[src/design/arw_pkg.sv]
// ----------------------------------------------------------------------------
// arw_pkg
// shared types and codes of the anti-replay window block
// ----------------------------------------------------------------------------
package arw_pkg;

    typedef enum logic [1:0] {
        VERDICT_ADVANCED  = 2'd0,
        VERDICT_IN_WINDOW = 2'd1,
        VERDICT_TOO_OLD   = 2'd2,
        VERDICT_DUPLICATE = 2'd3
    } verdict_t;

    typedef enum logic [3:0] {
        ST_RESET,
        ST_INIT_SWEEP,
        ST_INIT_DRAIN,
        ST_IDLE,
        ST_COMPARE,
        ST_DIV_EST,
        ST_DIV_FIX,
        ST_SWEEP,
        ST_DRAIN,
        ST_READ,
        ST_CHECK,
        ST_DONE
    } state_t;

    typedef struct packed {
        logic     load_seq;
        logic     compare;
        logic     div_est;
        logic     div_fix;
        logic     sweep_init;
        logic     sweep_clear;
        logic     sweep_mark;
        logic     sweep_step;
        logic     read_word;
        logic     write_word;
        logic     update_high;
        logic     load_out;
        verdict_t verdict;
    } dp_cmd_t;

    typedef struct packed {
        logic newer;
        logic far;
        logic newer_held;
        logic sweep_last;
        logic bit_seen;
        logic out_busy;
    } dp_status_t;

endpackage

[src/design/anti_replay_window_core.sv]
// ----------------------------------------------------------------------------
// anti_replay_window_core
// sliding-window anti-replay filter over a bitmap of recent sequence numbers
//
//   channel   signals                           direction   width
//   input     in_valid, in_ready, seq_number    in          32
//   result    out_valid, out_ready, accepted,   out         1 + 2
//             verdict
//
// one transaction in flight; from acceptance to out_valid an older number in
// the window goes through compare, divider, read, check and done, a too old
// number through compare and done, a newer one through compare, divider,
// slide and drain, a jump of the window size or more skipping the divider;
// the slide pipeline rewrites one bitmap word per cycle through the memory;
// in_ready returns in the same cycle as out_valid; after reset a clearing
// pass runs before in_ready rises; results wait in the output register, a
// new transaction is taken meanwhile and stalls in done only while it is full
// ----------------------------------------------------------------------------
module anti_replay_window_core
    import arw_pkg::*;
#(
    parameter int WINDOW_BITS = 1024,
    parameter int WORD_BITS   = 64
)
(
    input  logic        clk,
    input  logic        rst_n,
    input  logic        in_valid,
    output logic        in_ready,
    input  logic [31:0] seq_number,
    output logic        out_valid,
    input  logic        out_ready,
    output logic        accepted,
    output logic [1:0]  verdict
);

    dp_cmd_t    dp_cmd;
    dp_status_t dp_status;

    arw_ctrl u_ctrl (
        .clk      (clk),
        .rst_n    (rst_n),
        .in_valid (in_valid),
        .in_ready (in_ready),
        .status   (dp_status),
        .cmd      (dp_cmd)
    );

    arw_datapath #(
        .WINDOW_BITS (WINDOW_BITS),
        .WORD_BITS   (WORD_BITS)
    ) u_datapath (
        .clk        (clk),
        .rst_n      (rst_n),
        .seq_number (seq_number),
        .cmd        (dp_cmd),
        .status     (dp_status),
        .out_ready  (out_ready),
        .out_valid  (out_valid),
        .accepted   (accepted),
        .verdict    (verdict)
    );

    a_one_in_flight: assert property (@(posedge clk) disable iff (!rst_n)
        (in_valid && in_ready) |=> !in_ready)
        else $error("second transaction taken while one is in flight");

    a_no_accept_in_slide: assert property (@(posedge clk) disable iff (!rst_n)
        dp_cmd.sweep_step |-> !in_ready)
        else $error("input ready during bitmap rewrite");

    a_flag_matches_verdict: assert property (@(posedge clk) disable iff (!rst_n)
        out_valid |-> (accepted == ((verdict == VERDICT_ADVANCED) ||
                                    (verdict == VERDICT_IN_WINDOW))))
        else $error("accept flag disagrees with verdict");

    a_load_only_when_free: assert property (@(posedge clk) disable iff (!rst_n)
        dp_cmd.load_out |-> (!out_valid || out_ready))
        else $error("result register overwritten before it was taken");

endmodule

[src/design/arw_datapath.sv]
// ----------------------------------------------------------------------------
// arw_datapath
// highest-number register, offset split, bitmap memory, window slide
// pipeline and result register
// ----------------------------------------------------------------------------
module arw_datapath
    import arw_pkg::*;
#(
    parameter int WINDOW_BITS = 1024,
    parameter int WORD_BITS   = 64
)
(
    input  logic        clk,
    input  logic        rst_n,
    input  logic [31:0] seq_number,
    input  dp_cmd_t     cmd,
    output dp_status_t  status,
    input  logic        out_ready,
    output logic        out_valid,
    output logic        accepted,
    output logic [1:0]  verdict
);

    localparam int NUM_WORDS = (WINDOW_BITS + WORD_BITS - 1) / WORD_BITS;
    localparam int IW        = (NUM_WORDS > 1) ? $clog2(NUM_WORDS) : 1;
    localparam int BW        = $clog2(WORD_BITS);
    localparam int XW        = $clog2(WINDOW_BITS);
    localparam int DIV_SHIFT = 20;
    localparam int PW        = XW + DIV_SHIFT;
    localparam int RECIP     = (1 << DIV_SHIFT) / WORD_BITS;
    localparam int TOP_REM   = WINDOW_BITS % WORD_BITS;
    localparam logic [WORD_BITS-1:0] TOP_MASK = (TOP_REM == 0) ? {WORD_BITS{1'b1}} :
        WORD_BITS'((64'd1 << TOP_REM) - 64'd1);
    localparam logic [IW-1:0] LAST_WORD = IW'(NUM_WORDS - 1);

    logic [31:0]          seq_reg;
    logic [31:0]          high_reg;
    logic                 newer_held_reg;
    logic [XW-1:0]        x_reg;
    logic [XW-1:0]        qe_reg;
    logic [IW-1:0]        q_reg;
    logic [BW-1:0]        r_reg;
    logic [IW-1:0]        idx_reg;
    logic                 clear_reg;
    logic                 mark_reg;
    logic                 wb_valid_reg;
    logic [IW-1:0]        wb_idx_reg;
    logic                 hi_zero_reg;
    logic                 lo_zero_reg;
    logic [WORD_BITS-1:0] rd_hi_reg;
    logic [WORD_BITS-1:0] rd_lo_reg;
    logic                 out_valid_reg;
    logic                 accepted_reg;
    verdict_t             verdict_reg;

    logic [WORD_BITS-1:0] mem [NUM_WORDS];

    logic                 newer;
    logic [31:0]          diff;
    logic                 far;
    logic [PW-1:0]        prod;
    logic [XW-1:0]        qe_next;
    logic [PW-1:0]        qb;
    logic [PW-1:0]        rem;
    logic                 fix;
    logic [XW-1:0]        q_full;
    logic [IW-1:0]        q_next;
    logic [BW-1:0]        r_next;
    logic [IW-1:0]        addr_hi;
    logic [IW-1:0]        addr_lo;
    logic                 hi_zero;
    logic                 lo_zero;
    logic [BW:0]          back_shift;
    logic [WORD_BITS-1:0] shifted_hi;
    logic [WORD_BITS-1:0] shifted_lo;
    logic [WORD_BITS-1:0] wb_data;
    logic [WORD_BITS-1:0] bit_mask;

    // compare against the highest number
    assign newer = seq_reg > high_reg;
    assign diff  = newer ? (seq_reg - high_reg) : (high_reg - seq_reg);
    assign far   = diff >= 32'(WINDOW_BITS);

    // split offset into word and bit by reciprocal multiply and one fixup
    assign prod    = PW'(x_reg) * PW'(RECIP);
    assign qe_next = prod[PW-1:DIV_SHIFT];
    assign qb      = PW'(qe_reg) * PW'(WORD_BITS);
    assign rem     = PW'(x_reg) - qb;
    assign fix     = rem >= PW'(WORD_BITS);
    assign q_full  = fix ? (qe_reg + XW'(1)) : qe_reg;
    assign q_next  = IW'(q_full);
    assign r_next  = fix ? BW'(rem - PW'(WORD_BITS)) : BW'(rem);

    // slide addresses, words below the shift read as zero
    assign addr_hi = cmd.read_word ? q_reg : (idx_reg - q_reg);
    assign addr_lo = idx_reg - q_reg - IW'(1);
    assign hi_zero = clear_reg || (idx_reg < q_reg);
    assign lo_zero = clear_reg || (r_reg == '0) ||
                     ({1'b0, idx_reg} < ({1'b0, q_reg} + (IW+1)'(1)));

    assign back_shift = (BW+1)'(WORD_BITS) - (BW+1)'(r_reg);
    assign shifted_hi = hi_zero_reg ? '0 : (rd_hi_reg << r_reg);
    assign shifted_lo = lo_zero_reg ? '0 : (rd_lo_reg >> back_shift);

    always_comb
    begin
        wb_data = shifted_hi | shifted_lo;
        if (wb_idx_reg == LAST_WORD)
        begin
            wb_data = wb_data & TOP_MASK;
        end
        if ((wb_idx_reg == '0) && mark_reg)
        begin
            wb_data[0] = 1'b1;
        end
    end

    assign bit_mask = WORD_BITS'(1) << r_reg;

    // bitmap memory
    always_ff @(posedge clk)
    begin
        if (wb_valid_reg)
        begin
            mem[wb_idx_reg] <= wb_data;
        end
        else if (cmd.write_word)
        begin
            mem[q_reg] <= rd_hi_reg | bit_mask;
        end
        if (cmd.sweep_step || cmd.read_word)
        begin
            rd_hi_reg <= mem[addr_hi];
        end
        if (cmd.sweep_step)
        begin
            rd_lo_reg <= mem[addr_lo];
        end
    end

    // payload registers
    always_ff @(posedge clk)
    begin
        if (cmd.load_seq)
        begin
            seq_reg <= seq_number;
        end
        if (cmd.compare)
        begin
            x_reg <= diff[XW-1:0];
        end
        if (cmd.div_est)
        begin
            qe_reg <= qe_next;
        end
        if (cmd.div_fix)
        begin
            q_reg <= q_next;
            r_reg <= r_next;
        end
        if (cmd.sweep_init)
        begin
            clear_reg <= cmd.sweep_clear;
            mark_reg  <= cmd.sweep_mark;
        end
        if (cmd.sweep_step)
        begin
            wb_idx_reg  <= idx_reg;
            hi_zero_reg <= hi_zero;
            lo_zero_reg <= lo_zero;
        end
        if (cmd.load_out)
        begin
            verdict_reg  <= cmd.verdict;
            accepted_reg <= (cmd.verdict == VERDICT_ADVANCED) ||
                            (cmd.verdict == VERDICT_IN_WINDOW);
        end
    end

    // control registers
    always_ff @(posedge clk or negedge rst_n)
    begin
        if (!rst_n)
        begin
            high_reg       <= '0;
            newer_held_reg <= 1'b0;
            idx_reg        <= '0;
            wb_valid_reg   <= 1'b0;
            out_valid_reg  <= 1'b0;
        end
        else
        begin
            if (cmd.update_high)
            begin
                high_reg <= seq_reg;
            end
            if (cmd.compare)
            begin
                newer_held_reg <= newer;
            end
            if (cmd.sweep_init)
            begin
                idx_reg <= LAST_WORD;
            end
            else if (cmd.sweep_step)
            begin
                idx_reg <= idx_reg - IW'(1);
            end
            wb_valid_reg <= cmd.sweep_step;
            if (cmd.load_out)
            begin
                out_valid_reg <= 1'b1;
            end
            else if (out_ready)
            begin
                out_valid_reg <= 1'b0;
            end
        end
    end

    assign status.newer      = newer;
    assign status.far        = far;
    assign status.newer_held = newer_held_reg;
    assign status.sweep_last = (idx_reg == '0);
    assign status.bit_seen   = rd_hi_reg[r_reg];
    assign status.out_busy   = out_valid_reg && !out_ready;

    assign out_valid = out_valid_reg;
    assign accepted  = accepted_reg;
    assign verdict   = verdict_reg;

endmodule

[src/design/arw_ctrl.sv]
// ----------------------------------------------------------------------------
// arw_ctrl
// sequencer for clearing, compare, offset split, window slide and check
// ----------------------------------------------------------------------------
module arw_ctrl
    import arw_pkg::*;
(
    input  logic       clk,
    input  logic       rst_n,
    input  logic       in_valid,
    output logic       in_ready,
    input  dp_status_t status,
    output dp_cmd_t    cmd
);

    state_t   state_reg;
    state_t   state_next;
    verdict_t verdict_reg;
    verdict_t verdict_next;

    always_ff @(posedge clk or negedge rst_n)
    begin
        if (!rst_n)
        begin
            state_reg   <= ST_RESET;
            verdict_reg <= VERDICT_ADVANCED;
        end
        else
        begin
            state_reg   <= state_next;
            verdict_reg <= verdict_next;
        end
    end

    // next state
    always_comb
    begin
        state_next   = state_reg;
        verdict_next = verdict_reg;
        case (state_reg)
            ST_RESET:
            begin
                state_next = ST_INIT_SWEEP;
            end
            ST_INIT_SWEEP:
            begin
                if (status.sweep_last)
                begin
                    state_next = ST_INIT_DRAIN;
                end
            end
            ST_INIT_DRAIN:
            begin
                state_next = ST_IDLE;
            end
            ST_IDLE:
            begin
                if (in_valid)
                begin
                    state_next = ST_COMPARE;
                end
            end
            ST_COMPARE:
            begin
                if (status.newer && status.far)
                begin
                    verdict_next = VERDICT_ADVANCED;
                    state_next   = ST_SWEEP;
                end
                else if (status.far)
                begin
                    verdict_next = VERDICT_TOO_OLD;
                    state_next   = ST_DONE;
                end
                else
                begin
                    state_next = ST_DIV_EST;
                end
            end
            ST_DIV_EST:
            begin
                state_next = ST_DIV_FIX;
            end
            ST_DIV_FIX:
            begin
                if (status.newer_held)
                begin
                    verdict_next = VERDICT_ADVANCED;
                    state_next   = ST_SWEEP;
                end
                else
                begin
                    state_next = ST_READ;
                end
            end
            ST_SWEEP:
            begin
                if (status.sweep_last)
                begin
                    state_next = ST_DRAIN;
                end
            end
            ST_DRAIN:
            begin
                state_next = ST_DONE;
            end
            ST_READ:
            begin
                state_next = ST_CHECK;
            end
            ST_CHECK:
            begin
                verdict_next = status.bit_seen ? VERDICT_DUPLICATE : VERDICT_IN_WINDOW;
                state_next   = ST_DONE;
            end
            ST_DONE:
            begin
                if (!status.out_busy)
                begin
                    state_next = ST_IDLE;
                end
            end
            default:
            begin
                state_next = ST_RESET;
            end
        endcase
    end

    // outputs
    always_comb
    begin
        cmd         = '0;
        cmd.verdict = verdict_reg;
        in_ready    = 1'b0;
        case (state_reg)
            ST_RESET:
            begin
                cmd.sweep_init  = 1'b1;
                cmd.sweep_clear = 1'b1;
            end
            ST_INIT_SWEEP, ST_SWEEP:
            begin
                cmd.sweep_step = 1'b1;
            end
            ST_IDLE:
            begin
                in_ready     = 1'b1;
                cmd.load_seq = in_valid;
            end
            ST_COMPARE:
            begin
                cmd.compare = 1'b1;
                if (status.newer && status.far)
                begin
                    cmd.sweep_init  = 1'b1;
                    cmd.sweep_clear = 1'b1;
                    cmd.sweep_mark  = 1'b1;
                    cmd.update_high = 1'b1;
                end
            end
            ST_DIV_EST:
            begin
                cmd.div_est = 1'b1;
            end
            ST_DIV_FIX:
            begin
                cmd.div_fix = 1'b1;
                if (status.newer_held)
                begin
                    cmd.sweep_init  = 1'b1;
                    cmd.sweep_mark  = 1'b1;
                    cmd.update_high = 1'b1;
                end
            end
            ST_READ:
            begin
                cmd.read_word = 1'b1;
            end
            ST_CHECK:
            begin
                cmd.write_word = !status.bit_seen;
            end
            ST_DONE:
            begin
                cmd.load_out = !status.out_busy;
            end
            default:
            begin
                cmd = '0;
            end
        endcase
    end

endmodule

[config.mk]
export PLATFORM = sky130hd
export DESIGN_NAME = anti_replay_window_core
export DESIGN_NICKNAME = d
export VERILOG_FILES = /design/src/design/arw_pkg.sv /design/src/design/anti_replay_window_core.sv /design/src/design/arw_datapath.sv /design/src/design/arw_ctrl.sv
export SDC_FILE = /design/constraint.sdc
export NUM_CORES = 2
export LEC_CHECK = 0
export BUFFER_PORTS_ARGS = -buffer_cell sky130_fd_sc_hd__buf_4
export CAP_MARGIN = 15
export CORE_UTILIZATION = 50
export DETAILED_ROUTE_END_ITERATION = 8
export PLACE_DENSITY_LB_ADDON = 0.2
export SLEW_MARGIN = 20
export SYNTH_ARGS = -nofsm -noshare
export SYNTH_HDL_FRONTEND = slang
export SYNTH_SLANG_ARGS = --single-unit
[constraint.sdc]
create_clock -name clk -period 8.7 [get_ports clk]
set_input_delay 2.175 -clock clk [delete_from_list [all_inputs] [get_ports clk]]
set_output_delay 2.175 -clock clk [all_outputs]
set_load 0.02 [all_outputs]
==> flow_metrics.env <==
export IMPL_status="completed"
export IMPL_p_int_w=0.0187
export IMPL_grt_usage_pct=30.4
export IMPL_cts_setup_buffers=0
export IMPL_power_per_cell_area_nw_per_um2=410
export IMPL_synth_distinct_cells=79
export IMPL_clk_pin_slew_ns=0.06
export IMPL_critPathMaxStageDelay_ns=1.00
export IMPL_post_cts_resized=0
export IMPL_num_fill_cells=10711
export IMPL_swShare_pct=39.8
export IMPL_clk_latency_ns=0.79
export IMPL_critPathCaptureType="flip-flop"
export IMPL_die_w_um=372
export IMPL_fin_crit_sh_pct=73.4
export IMPL_p_clk_share_pct=18.9
export IMPL_min_path_cells=0
export IMPL_final_hold_violation_count=0
export IMPL_nets=4640
export IMPL_dominantRegCellSynth="edfxtp_1"
export IMPL_wl_per_cell_um=32.7
export IMPL_area_growth_pct=10.4
export IMPL_worst_pin_slew_ns=1.18
export IMPL_setup_worst_path_class="reg2reg"
export IMPL_slew_viol_final=0
export IMPL_grt_pass1_wl_um=304000
export IMPL_place_congestion=1.09
export IMPL_seq_power_share_pct=30.8
export IMPL_p_switching_w=0.0123
export IMPL_die_height_um=372
export IMPL_clk_root_buffer_cell="clkbuf_16"
export IMPL_pin_count=41
export IMPL_path_cells="inv_2 > mux4_2 > mux4_2 > nor3_2 > buf_4 > nor2_1 > a31oi_1 > nor2_4 > buf_4"
export IMPL_critPathArrivalTime_ns=6.81
export IMPL_holdPathEnd="u_datapath.r_reg[5]$_DFFE_PP_"
export IMPL_slew_headroom_pct=19.6
export IMPL_setup_tns_ns=0
export IMPL_vias_per_cell=6.97
export IMPL_initial_core_util_pct=50.5
export IMPL_diodes=0
export IMPL_required_ns=9.12
export IMPL_placed_cell_area_um2=71000
export IMPL_reg2reg_depth=9
export IMPL_stdcell_area_um2=75600
export IMPL_rsz0062_at_grt="false"
export IMPL_yosysWarnings=0
export IMPL_antenna_found_initial=1
export IMPL_synth_edf_count=1219
export IMPL_dr_pass1_iters=6
export IMPL_crit_slowest_cell="edfxtp_1"
export IMPL_combPwrFrac_pct=50.3
export IMPL_fin_crit_ns=6.38
export IMPL_synthCells=4590
export IMPL_p_leak_nw=25.0
export IMPL_crit_fanout=83
export IMPL_finClkSkew_ns=0.0352
export IMPL_min_path_type="reg2reg"
export IMPL_port_buffers=40
export IMPL_max_cap_violations=0
export IMPL_ys_ff_latch=1264
export IMPL_netlist_area_um2=68500
export IMPL_largest_register_ffs=1024
export IMPL_grt_overflow=0
export IMPL_cts_path_max_buffers=3
export IMPL_critPathLaunchType="flip-flop"
export IMPL_drt_initial_drc_count=5375
export IMPL_r2r_slack_ns=2.32
export IMPL_drc=0
export IMPL_ctsHoldBuffers=0
export IMPL_synth_net_count=4715
export IMPL_max_freq_ghz=0.157
export IMPL_cts_tree="yes"
export IMPL_wl_um=209000
export IMPL_synthArstFlopShare_pct=3.56
export IMPL_cts_buffers=136
export IMPL_setup_viol=0
export IMPL_grt_pass1_vias=43368
export IMPL_die_area_um2=138000
export IMPL_grt_max_degree=117
export IMPL_rows=135
export IMPL_postRouteAntennaNets=0
export IMPL_core_area_um2=136000
export IMPL_min_from="u_datapath.x_reg[5]$_DFFE_PP_"
export IMPL_vias=44583
export IMPL_max_vdd_ir_drop_v=0.000433
export IMPL_avgSynthCellArea_um2=14.9
export IMPL_layout_drive_gt1_share_pct=24.9
export IMPL_r2r_end="u_datapath.mem[14][56]$_DFFE_PP_"
export IMPL_seq_area_frac_synth_pct=55.1
export IMPL_htreeDepth=4
export IMPL_r2r_start="u_datapath.r_reg[2]$_DFFE_PP_"
export IMPL_dp_hpwl_um=131000
export IMPL_cts_sinks=1264
==> routing by layer <==
layer  vias up  global-route usage (%)  routed length (um)
met5         -                       0                  12
met4         2                    10.3                7270
met3       420                    6.59               19800
met2      2405                    46.5               96700
met1     23171                    43.5               85700
li1      18585                       -                   -
==> cells in the final DEF, fill, tap and decap left out, drive strengths merged, types with 6 or more instances in the layout <==
master and instances:
a211o 8, mux2i 211, clkbuf 174, nor2 215, nor3 50, o211ai 19
a211oi 130, inv 107, a221oi 15, a22oi 31, clkinv 48, nand4 52
or2 6, ha 85, o21bai 15, dfrtp 45, nand2 295, o22ai 77
o2111ai 7, bufinv 13, or3 6, a31oi 52, o21ai 129, mux4 662
nor2b 92, o311ai 20, buf 159, o21a 20, edfxtp 1219, xor2 19
o31ai 6, mux2 36, nand3 38, and3 16, a21o 18, a21oi 387
and2 26, xnor2 27, nand2b 16
==> worst max-delay path by stage <==
stage | startpoint | slack, ns | endpoint
finish | u_datapath.r_reg[2]$_DFFE_PP_ | 2.32 | u_datapath.mem[14][56]$_DFFE_PP_
global placement | u_datapath.r_reg[2]$_DFFE_PP_ | 2.62 | u_datapath.mem[14][43]$_DFFE_PP_
global route | u_datapath.r_reg[2]$_DFFE_PP_ | 2.13 | u_datapath.mem[14][56]$_DFFE_PP_
detailed placement | u_datapath.r_reg[2]$_DFFE_PP_ | 2.48 | u_datapath.mem[14][44]$_DFFE_PP_
floorplan | u_datapath.r_reg[0]$_DFFE_PP_ | 2.45 | u_datapath.mem[11][0]$_DFFE_PP_
CTS | u_datapath.r_reg[2]$_DFFE_PP_ | 2.50 | u_datapath.mem[14][44]$_DFFE_PP_
==> kinds of logic (layout without fill, tap and decap cells) <==
family	count (synthesis)	after routing	synth area share [%]
DFF	1264	1264	55.1
AOI/OAI and AO/OA	971	971	8.72
muxes	909	909	25.5
and+or+nand+nor	836	836	5.74
buffers and inverters	475	505	2.73
adders and majority gates	89	89	1.67
xor gates and xnor gates	46	46	0.588
==> worst max-delay path: cells and delay by family (launching register included) <==
kind / cells / cell delay [ns]
buffers and inverters: 3 / 2.02
multiplexers: 2 / 1.25
flip-flops: 1 / 1.00
AND/OR/NAND/NOR: 3 / 0.94
AO/OA/AOI/OAI: 1 / 0.73
==> area by class of cell <==
type / count / area (um^2) / area share [%]
clock buffers: 174 / 3700 / 4.90
repair buffers: 159 / 1360 / 1.79
clock inverters: 69 / 795 / 1.05
well taps: 1781 / 2230 / 2.95
inverters: 103 / 387 / 0.512
flip-flops and latches: 1264 / 37700 / 49.9
multi-input cells: 2851 / 29400 / 38.9
==> Yosys cell counts, drive strengths merged, types with 5 or more instances <==
| cell type | instances | share of area (%) |
|---|---|---|
| buf | 130 | 0.84 |
| xnor2 | 27 | 0.35 |
| o21a | 20 | 0.22 |
| mux2 | 36 | 0.59 |
| nand4 | 52 | 0.51 |
| o21bai | 15 | 0.16 |
| and2 | 26 | 0.24 |
| or2 | 6 | 0.055 |
| inv | 101 | 0.55 |
| a211oi | 130 | 1.4 |
| o21ai | 129 | 0.94 |
| a2111oi | 5 | 0.073 |
| o22ai | 77 | 0.70 |
| dfrtp | 45 | 1.6 |
| nor2 | 215 | 1.2 |
| and3 | 16 | 0.15 |
| a21oi | 387 | 2.8 |
| o2111ai | 7 | 0.090 |
| o31ai | 6 | 0.066 |
| ha | 85 | 1.6 |
| a22oi | 31 | 0.34 |
| edfxtp | 1219 | 53 |
| nand3b | 5 | 0.055 |
| clkbuf | 242 | 1.3 |
| a21o | 18 | 0.20 |
| nand2b | 16 | 0.15 |
| nor2b | 92 | 0.84 |
| a221oi | 15 | 0.20 |
| a211o | 8 | 0.10 |
| a31oi | 52 | 0.48 |
| xor2 | 19 | 0.24 |
| nand2 | 295 | 1.6 |
| mux4 | 662 | 22 |
| nor3 | 50 | 0.37 |
| nand3 | 38 | 0.28 |
| o311ai | 20 | 0.26 |
| mux2i | 211 | 3.1 |
| or3 | 6 | 0.055 |
| o211ai | 19 | 0.21 |
==> power groups by stage <==
| stage | Combinational (W) | Clock (W) | Sequential, W |
|---|---|---|---|
| after floorplan | 0.0110 | 0 | 0.00909 |
| after global placement | 0.0154 | 0 | 0.00961 |
| after detailed placement | 0.0154 | 0 | 0.00962 |
| after CTS | 0.0155 | 0.00594 | 0.00951 |
| after global routing | 0.0166 | 0.00616 | 0.00958 |
| final | 0.0156 | 0.00586 | 0.00955 |
==> through the flow <==
step	worst slack (ns)	util, %	total power [W]	hold WS (ns)	instances
global placement	2.62	52.3	0.0250	0.404	6158
floorplan	2.45	-	0.0201	0.400	4590
global route	2.13	55.7	0.0323	0.427	6401
CTS	2.50	55.6	0.0309	0.428	6401
detailed placement	2.48	52.3	0.0250	0.409	6158
finish	2.32	55.7	0.0310	0.430	6401
No activity file was read; power rests on OpenSTA's default activity.
